**src/sv/sorted_set_insert_engine_defines.svh**
```systemverilog
// ----------------------------------------------------------------------------
// Sorted set insert engine: assertion macros
// Shared assertion wrappers, clocked on clk_i; SSE_ASSERT uses reset as the disable.
// ----------------------------------------------------------------------------
`ifndef SORTED_SET_INSERT_ENGINE_DEFINES_SVH
`define SORTED_SET_INSERT_ENGINE_DEFINES_SVH

// Assertion that is checked only while the block is out of reset.
`define SSE_ASSERT(lbl, prop, msg) \
  lbl: assert property (@(posedge clk_i) disable iff (!rst_ni) (prop)) else $error(msg);

// Assertion that is checked on every clock edge, reset included.
`define SSE_ASSERT_ALWAYS(lbl, prop, msg) \
  lbl: assert property (@(posedge clk_i) (prop)) else $error(msg);

`endif

```
**src/sv/sse_pkg.sv**
```systemverilog
// ----------------------------------------------------------------------------
// Sorted set insert engine package
// Shared types, codes and helper functions for the engine and its cells.
// ----------------------------------------------------------------------------
package sse_pkg;

  // Default number of storage cells.
  localparam int unsigned SSE_CAPACITY = 64;

  localparam logic [63:0] SIGN_BIT = 64'h8000_0000_0000_0000;
  localparam logic [63:0] MAG_MASK = 64'h7FFF_FFFF_FFFF_FFFF;
  localparam logic [63:0] EXP_ONES = 64'h7FF0_0000_0000_0000;

  // Operation codes.
  typedef enum logic {
    FUNC_ADD  = 1'b0,
    FUNC_READ = 1'b1
  } func_e;

  // Result status codes.
  typedef enum logic [2:0] {
    ST_OK        = 3'd0,
    ST_DUPLICATE = 3'd1,
    ST_FULL      = 3'd2,
    ST_RANGE     = 3'd3,
    ST_NAN       = 3'd4
  } status_e;

  // Configuration register indexes.
  typedef enum logic {
    REG_KEEP_SORTED     = 1'b0,
    REG_DROP_DUPLICATES = 1'b1
  } reg_e;

  // Controller state.
  typedef enum logic [1:0] {
    ST_IDLE,
    ST_SWEEP,
    ST_DONE
  } state_e;

  // Request data broadcast from the controller to every cell.
  typedef struct packed {
    logic [63:0] key;
    logic [63:0] value;
    logic [5:0]  index;
    logic        commit;
  } bcast_t;

  // True for any NaN pattern.
  function automatic logic is_nan(logic [63:0] v);
    return (v & MAG_MASK) > EXP_ONES;
  endfunction

  // Unsigned key whose order is numeric order; both zeros map to one key.
  function automatic logic [63:0] order_key(logic [63:0] v);
    logic [63:0] w;
    w = ((v & MAG_MASK) == 64'd0) ? 64'd0 : v;
    return w[63] ? ~w : (w | SIGN_BIT);
  endfunction

endpackage

```
**src/sv/sse_cell.sv**
```systemverilog
// ----------------------------------------------------------------------------
// Sorted set insert engine: storage cell
// Holds one entry, compares it with the broadcast key, passes duplicate,
// insert position and read carries to its upper neighbor, and takes part in
// the insert shift.
// ----------------------------------------------------------------------------
module sse_cell import sse_pkg::*; #(
  parameter int unsigned INDEX = 0,
  parameter int unsigned CNT_W = 7
) (
  input  logic             clk_i,
  input  bcast_t           bcast_i,
  input  logic [CNT_W-1:0] count_i,
  input  logic [CNT_W-1:0] ins_pos_i,
  input  logic [63:0]      prev_entry_i,
  input  logic [CNT_W-1:0] prev_pos_i,
  input  logic             prev_dup_i,
  input  logic [63:0]      prev_rd_i,
  output logic [63:0]      entry_o,
  output logic [CNT_W-1:0] pos_o,
  output logic             dup_o,
  output logic [63:0]      rd_o
);

  logic [63:0]      entry_q;
  logic [CNT_W-1:0] pos_q;
  logic             dup_q;
  logic [63:0]      rd_q;
  logic             valid;
  logic [63:0]      own_key;
  logic             le;
  logic             eq;
  logic             take_new;
  logic             take_prev;
  logic             sel;

  // Local compare of the stored entry against the request key.
  always_comb begin
    valid     = 32'(count_i) > INDEX;
    own_key   = order_key(entry_q);
    le        = own_key <= bcast_i.key;
    eq        = own_key == bcast_i.key;
    // The new value lands at the insert position; cells above it shift up.
    take_new  = 32'(ins_pos_i) == INDEX;
    take_prev = 32'(ins_pos_i) < INDEX;
    sel       = 32'(bcast_i.index) == INDEX;
  end

  // Entry store: the new value lands at the insert position and every cell
  // above it takes its lower neighbor's entry.
  always_ff @(posedge clk_i) begin
    if (bcast_i.commit) begin
      if (take_new) begin
        entry_q <= bcast_i.value;
      end else if (take_prev) begin
        entry_q <= prev_entry_i;
      end
    end
  end

  // Carries that ripple up the row one cell per cycle. The position carry
  // ends up one above the highest stored entry that is not above the key.
  always_ff @(posedge clk_i) begin
    pos_q <= (valid && le) ? CNT_W'(INDEX + 1) : prev_pos_i;
    dup_q <= prev_dup_i | (valid & eq);
    rd_q  <= sel ? entry_q : prev_rd_i;
  end

  assign entry_o = entry_q;
  assign pos_o   = pos_q;
  assign dup_o   = dup_q;
  assign rd_o    = rd_q;

endmodule

```
**config.mk**
```make
export PLATFORM = sky130hd
export DESIGN_NAME = sse_cell
export DESIGN_NICKNAME = d
export VERILOG_FILES = /design/src/sv/sorted_set_insert_engine_defines.svh /design/src/sv/sse_pkg.sv /design/src/sv/sse_cell.sv
export SDC_FILE = /design/constraint.sdc
export NUM_CORES = 1
export LEC_CHECK = 0
export BUFFER_PORTS_ARGS = -buffer_cell sky130_fd_sc_hd__buf_2
export CORE_AREA = 5 5 163 165
export DETAILED_ROUTE_END_ITERATION = 10
export DIE_AREA = 0 0 168 170
export PLACE_DENSITY = 0.66
export SETUP_SLACK_MARGIN = 0.4
export SYNTH_ARGS = -nofsm -noshare
export SYNTH_HDL_FRONTEND = slang
export SYNTH_SLANG_ARGS = --single-unit
```
**constraint.sdc**
```tcl
create_clock -name clk_i -period 10.65 [get_ports clk_i]
set_clock_uncertainty 0.05 [all_clocks]
set_input_delay 2.13 -clock clk_i [delete_from_list [all_inputs] [get_ports clk_i]]
set_output_delay 2.13 -clock clk_i [all_outputs]
set_load 0.005 [all_outputs]
```
After elaboration in Yosys (flattened, before gate mapping):

Index checks and enable logic that the tools add are counted.

* $lt $le $gt $ge: 2
* equality and inequality tests: 1
* mux-type cells: 3
* bitwise operators: 3
* reduce and logical (&&, ||, !) cells: 5

Operators with widths (number)
* 2-to-1 mux 64 bit: 3
* == test 64 bit: 1
* <= comparator 64 bit: 1
* zero test 64 bit: 1
* NOT 64 bit: 1
* > comparator 7 x 1 -> 1 bit (second input constant): 1
* zero test 7 bit: 1
* zero test 6 bit: 1
* AND reduction 2 bit: 1
* AND 1 bit: 1
* logical AND 1 bit: 1
* OR 1 bit: 1

* flip-flop bits (word level): 136
* output and inout bits: 136
* logic and storage cells: 18

Longest topological paths before layout:

* depth in word-level cells: 7
* gate-level depth with buffers: 15

Least setup slack after synthesis:

Ideal clock, no wire load.

* kind: input to register
* start point: input ins_pos_i[1]
* end point: register entry_q[0] (netlist: entry_o[0]) (enable)
* library setup time: 430 ps
* arrival time: 4000 ps
* slack: 6170 ps
* stages: 2
* buffers on the path: 0
* cell sequence: nor4_1 -> and4b_1

* word-level cells in the longest chain between the ends: 2

Ends and longest elaborated chain
* start, declared: line sse_cell.sv:14 `input logic [CNT_W-1:0] ins_pos_i,`
* zero test 7 bit: line sse_cell.sv:44 `take_new = 32'(ins_pos_i) == INDEX;`
* AND reduction 2 bit (no line)
* end signal, assigned: line sse_cell.sv:54 `entry_q <= bcast_i.value;`
* end signal, assigned: line sse_cell.sv:56 `entry_q <= prev_entry_i;`
* end, declared: line sse_cell.sv:25 `logic [63:0] entry_q;`

Every way passes these cells.
A chain may end at the register's enable or synchronous reset.

Worst setup path after layout:

* start point: register entry_q[28] (netlist: entry_o[28])
* end point: register pos_q[0] (netlist: pos_o[0])

* word-level cells in the longest chain between the ends: 6

Ends and longest elaborated chain
* zero test 64 bit: line sse_pkg.sv:58 `w = ((v & MAG_MASK) == 64'd0) ? 64'd0 : v;`
* 2-to-1 mux 64 bit (*): line sse_pkg.sv:58
* NOT 64 bit: line sse_pkg.sv:59 `return w[63] ? ~w : (w | SIGN_BIT);`
* 2-to-1 mux 64 bit (*): line sse_pkg.sv:59
* <= comparator 64 bit (*): line sse_cell.sv:41 `le = own_key <= bcast_i.key;`
* logical AND 1 bit (*): line sse_cell.sv:64 `pos_q <= (valid && le) ? CNT_W'(INDEX + 1) : prev_pos_i;`
* end signal, assigned: line sse_cell.sv:64
* end, declared: line sse_cell.sv:26 `logic [CNT_W-1:0] pos_q;`

Every way passes the cells marked *; elsewhere a longest branch is shown, timed or not.

==> reports/results.txt <==
status - finished clean
CTS tree - built
Overflow after GRT - 0
Synth Net Count - 973
Async S/R FF share, synth - 0%
Chip Width - 168 um
Post-route DRC - 0
total I/O pin count - 422
Synth Flop Type - dfxtp_1
RSZ-0062 raised after global routing - no
dpl ws - 5200 ps
Slew @ Worst Pin - 969.3 ps
final setup margin - 5459 ps
Hold Crit Class - flop to flop
register area share after synthesis - 48.86%
Post-CTS Setup Inserts - 0
final setup fails - 0
period utilization - 48.74%
Syn-to-layout area delta - 39.99%
vias in the first global route - 6065
area post-placement - 0.009045 mm^2
Max-cap violations - 0
Total Routing Usage GR - 15.36%
clock latency at the later pin of the worst-skew pair - 410 ps
number of hold buffers added after CTS - 0
Initial Util - 27.65%
H-tree depth - 4
Syn Area/Cell - 11.03 um^2
Crit path arrival time - 5440 ps
Starting DRT DRC Count - 174
fin. max-slew vios - 0
Clock Path Buffers - 2
leakage power - 4.523 nW
Final TNS setup - 0 ps
core area - 0.02489 mm^2
post-synth cell types - 43
vias per cell - 4.391
antenna fix cells - 0
Nets - 1332
FMAX - 0.1927 GHz
layout cell share with drive strength beyond 1 - 46.29%
Post-CTS Resized - 0
clock sink count - 136
Post-synth EDFFs - 64
DIE AREA - 0.02856 mm^2
Setup crit end kind - flop
Yosys warning total - 0
Multi-input gate area - 0.003219 mm^2
clk slew on worst S/H paths - 60 ps
first-pass GRT wire length - 34020 um
Max VDD drop - 0.00006028 V
cell area after synthesis - 0.006883 mm^2
WL per Instance - 17.06 um
largest net degree at the start of global routing - 65
RD Place Congestion - 0.8080
# fillers - 2479
CTS root buf - clkbuf_16
WP data required - 10900 ps
worst-path maximum fanout - 34
initial antenna violation count - 2
hpwl dp - 17930 um
PwrDens - 133.3 mW/mm^2
synthesized flop and latch total - 136
Die Ht - 170 um
Tmin final - 5191 ps
Crit Path Class - flop to flop
Slew HR - 35.38%
Post-Syn Instances - 624
cts bufs inserted - 17
Seq. cell area - 0.003363 mm^2
total wire length - 22620 um
buffers added on ports - 357
startpoint types - flop
Detail Route Antenna Nets - 0
cell area after layout - 0.009635 mm^2
standard-cell rows - 58
Hold Fails Final Rpt - 0
Initial DRT Pass Iterations - 4
vias post-DR - 5822
==> worst max-delay path, cell delays in order, from the launching register on <==
cell	delay, ps
edfxtp_1	440
nor4_1	560
nand2_1	200
nor3_2	250
and2_2	580
buf_4	470
nor2_1	100
ha_1	330
nand4_1	200
nor4_1	460
o21ai_0	240
a31oi_1	450
or4_4	240
a32oi_4	150
or3_1	340
==> worst paths after layout <==
check                            startpoint       end  slack (ps)  cells after the start
worst max register to register  entry_o[28]  pos_o[0]        5460                     14
worst min register to register  entry_o[59]  rd_o[59]         540                      1
worst max-delay path            entry_o[28]  pos_o[0]        5460                     14
worst min-delay path            entry_o[59]  rd_o[59]         540                      1
==> final cells by class <==
cell class,instances,area share [%]
timing repair buffer,361,18.85
inverter,62,2.415
clock buffer,20,4.532
sequential,136,34.90
multi-input combinational,405,33.41
clock inverter,12,1.597
tap,330,4.285
==> placed cells by master, fill, tap and decap left out, types with 4 or more instances in the layout <==
master / instances
ha_1: 63
nand3_1: 9
inv_1: 62
a21oi_1: 17
clkbuf_16: 17
buf_2: 357
a21o_1: 4
nor4_1: 21
nor3_1: 9
dfxtp_1: 72
nand4_1: 9
mux2_2: 64
xnor2_1: 62
nand2_1: 20
nor2_1: 70
edfxtp_1: 64
buf_4: 4
nor3b_1: 6
o21ai_0: 10
==> routing by layer <==
layer / global-route usage (%) / vias up / wire length, um
met5: 0 / - / 21
met4: 3.917 / 4 / 244
met3: 4.739 / 22 / 1681
met2: 26.99 / 223 / 11270
met1: 18.36 / 2669 / 9405
li1: - / 2904 / -
==> synthesized netlist by cell type (all sizes together), types with 2 or more instances <==
| library cell | count | area [um^2] |
|---|---|---|
| dfxtp | 72 | 1441 |
| nor2 | 70 | 262.8 |
| edfxtp | 64 | 1922 |
| mux2 | 64 | 720.7 |
| ha | 63 | 788.3 |
| inv | 62 | 232.7 |
| xnor2 | 62 | 543.0 |
| nand2 | 21 | 78.83 |
| nor4 | 21 | 131.4 |
| a21oi | 17 | 85.08 |
| clkbuf | 16 | 60.06 |
| o21ai | 13 | 65.06 |
| nor3 | 11 | 65.06 |
| nand3 | 9 | 45.04 |
| nand4 | 9 | 56.30 |
| nor3b | 6 | 45.04 |
| buf | 5 | 20.01 |
| a21o | 4 | 30.03 |
| a211oi | 3 | 22.52 |
| nand2b | 3 | 18.77 |
| o21a | 3 | 22.52 |
| a2111oi | 2 | 17.52 |
| a31oi | 2 | 12.51 |
| and2 | 2 | 12.51 |
| nor2b | 2 | 12.51 |
| o221ai | 2 | 17.52 |
| or3 | 2 | 12.51 |
| xor2 | 2 | 17.52 |
==> power by group <==
group	leakage, nW	switching [mW]	total (mW)	internal, mW
registers	1.18	0.00438	0.567	0.563
logic	3.06	0.0461	0.112	0.0663
clock network	0.280	0.236	0.605	0.368
total	4.52	0.287	1.28	0.998
==> cell families (layout without fill, tap and decap cells) <==
| kind of cell | count (synthesis) | in the layout | share of synthesized area [%] |
|---|---|---|---|
| compound gates | 53 | 53 | 5.145 |
| mux | 64 | 64 | 10.47 |
| simple gates | 161 | 161 | 11.38 |
| xor+xnor | 64 | 64 | 8.144 |
| flops | 136 | 136 | 48.86 |
| fa+ha+maj | 63 | 63 | 11.45 |
| buf+inv | 83 | 455 | 4.544 |
==> registers in the layout, indices dropped and copies added (netlist names) <==
name / flops
dup_o: 1
rd_o: 64
entry_o: 64
pos_o: 7
==> per-stage QoR <==
step	hold WS (ps)	instances	util [%]	total power, mW
3_5_place_dp	524.1	1294	36.34	0.6919
4_1_cts	538.8	1326	38.71	1.308
5_1_grt	559.9	1326	38.71	1.344
3_3_place_gp	523.4	1294	36.34	0.6884
6_report	537.1	1326	38.71	1.285
2_1_floorplan	520.8	624	-	0.6256
No activity file was read; power rests on OpenSTA's default activity.
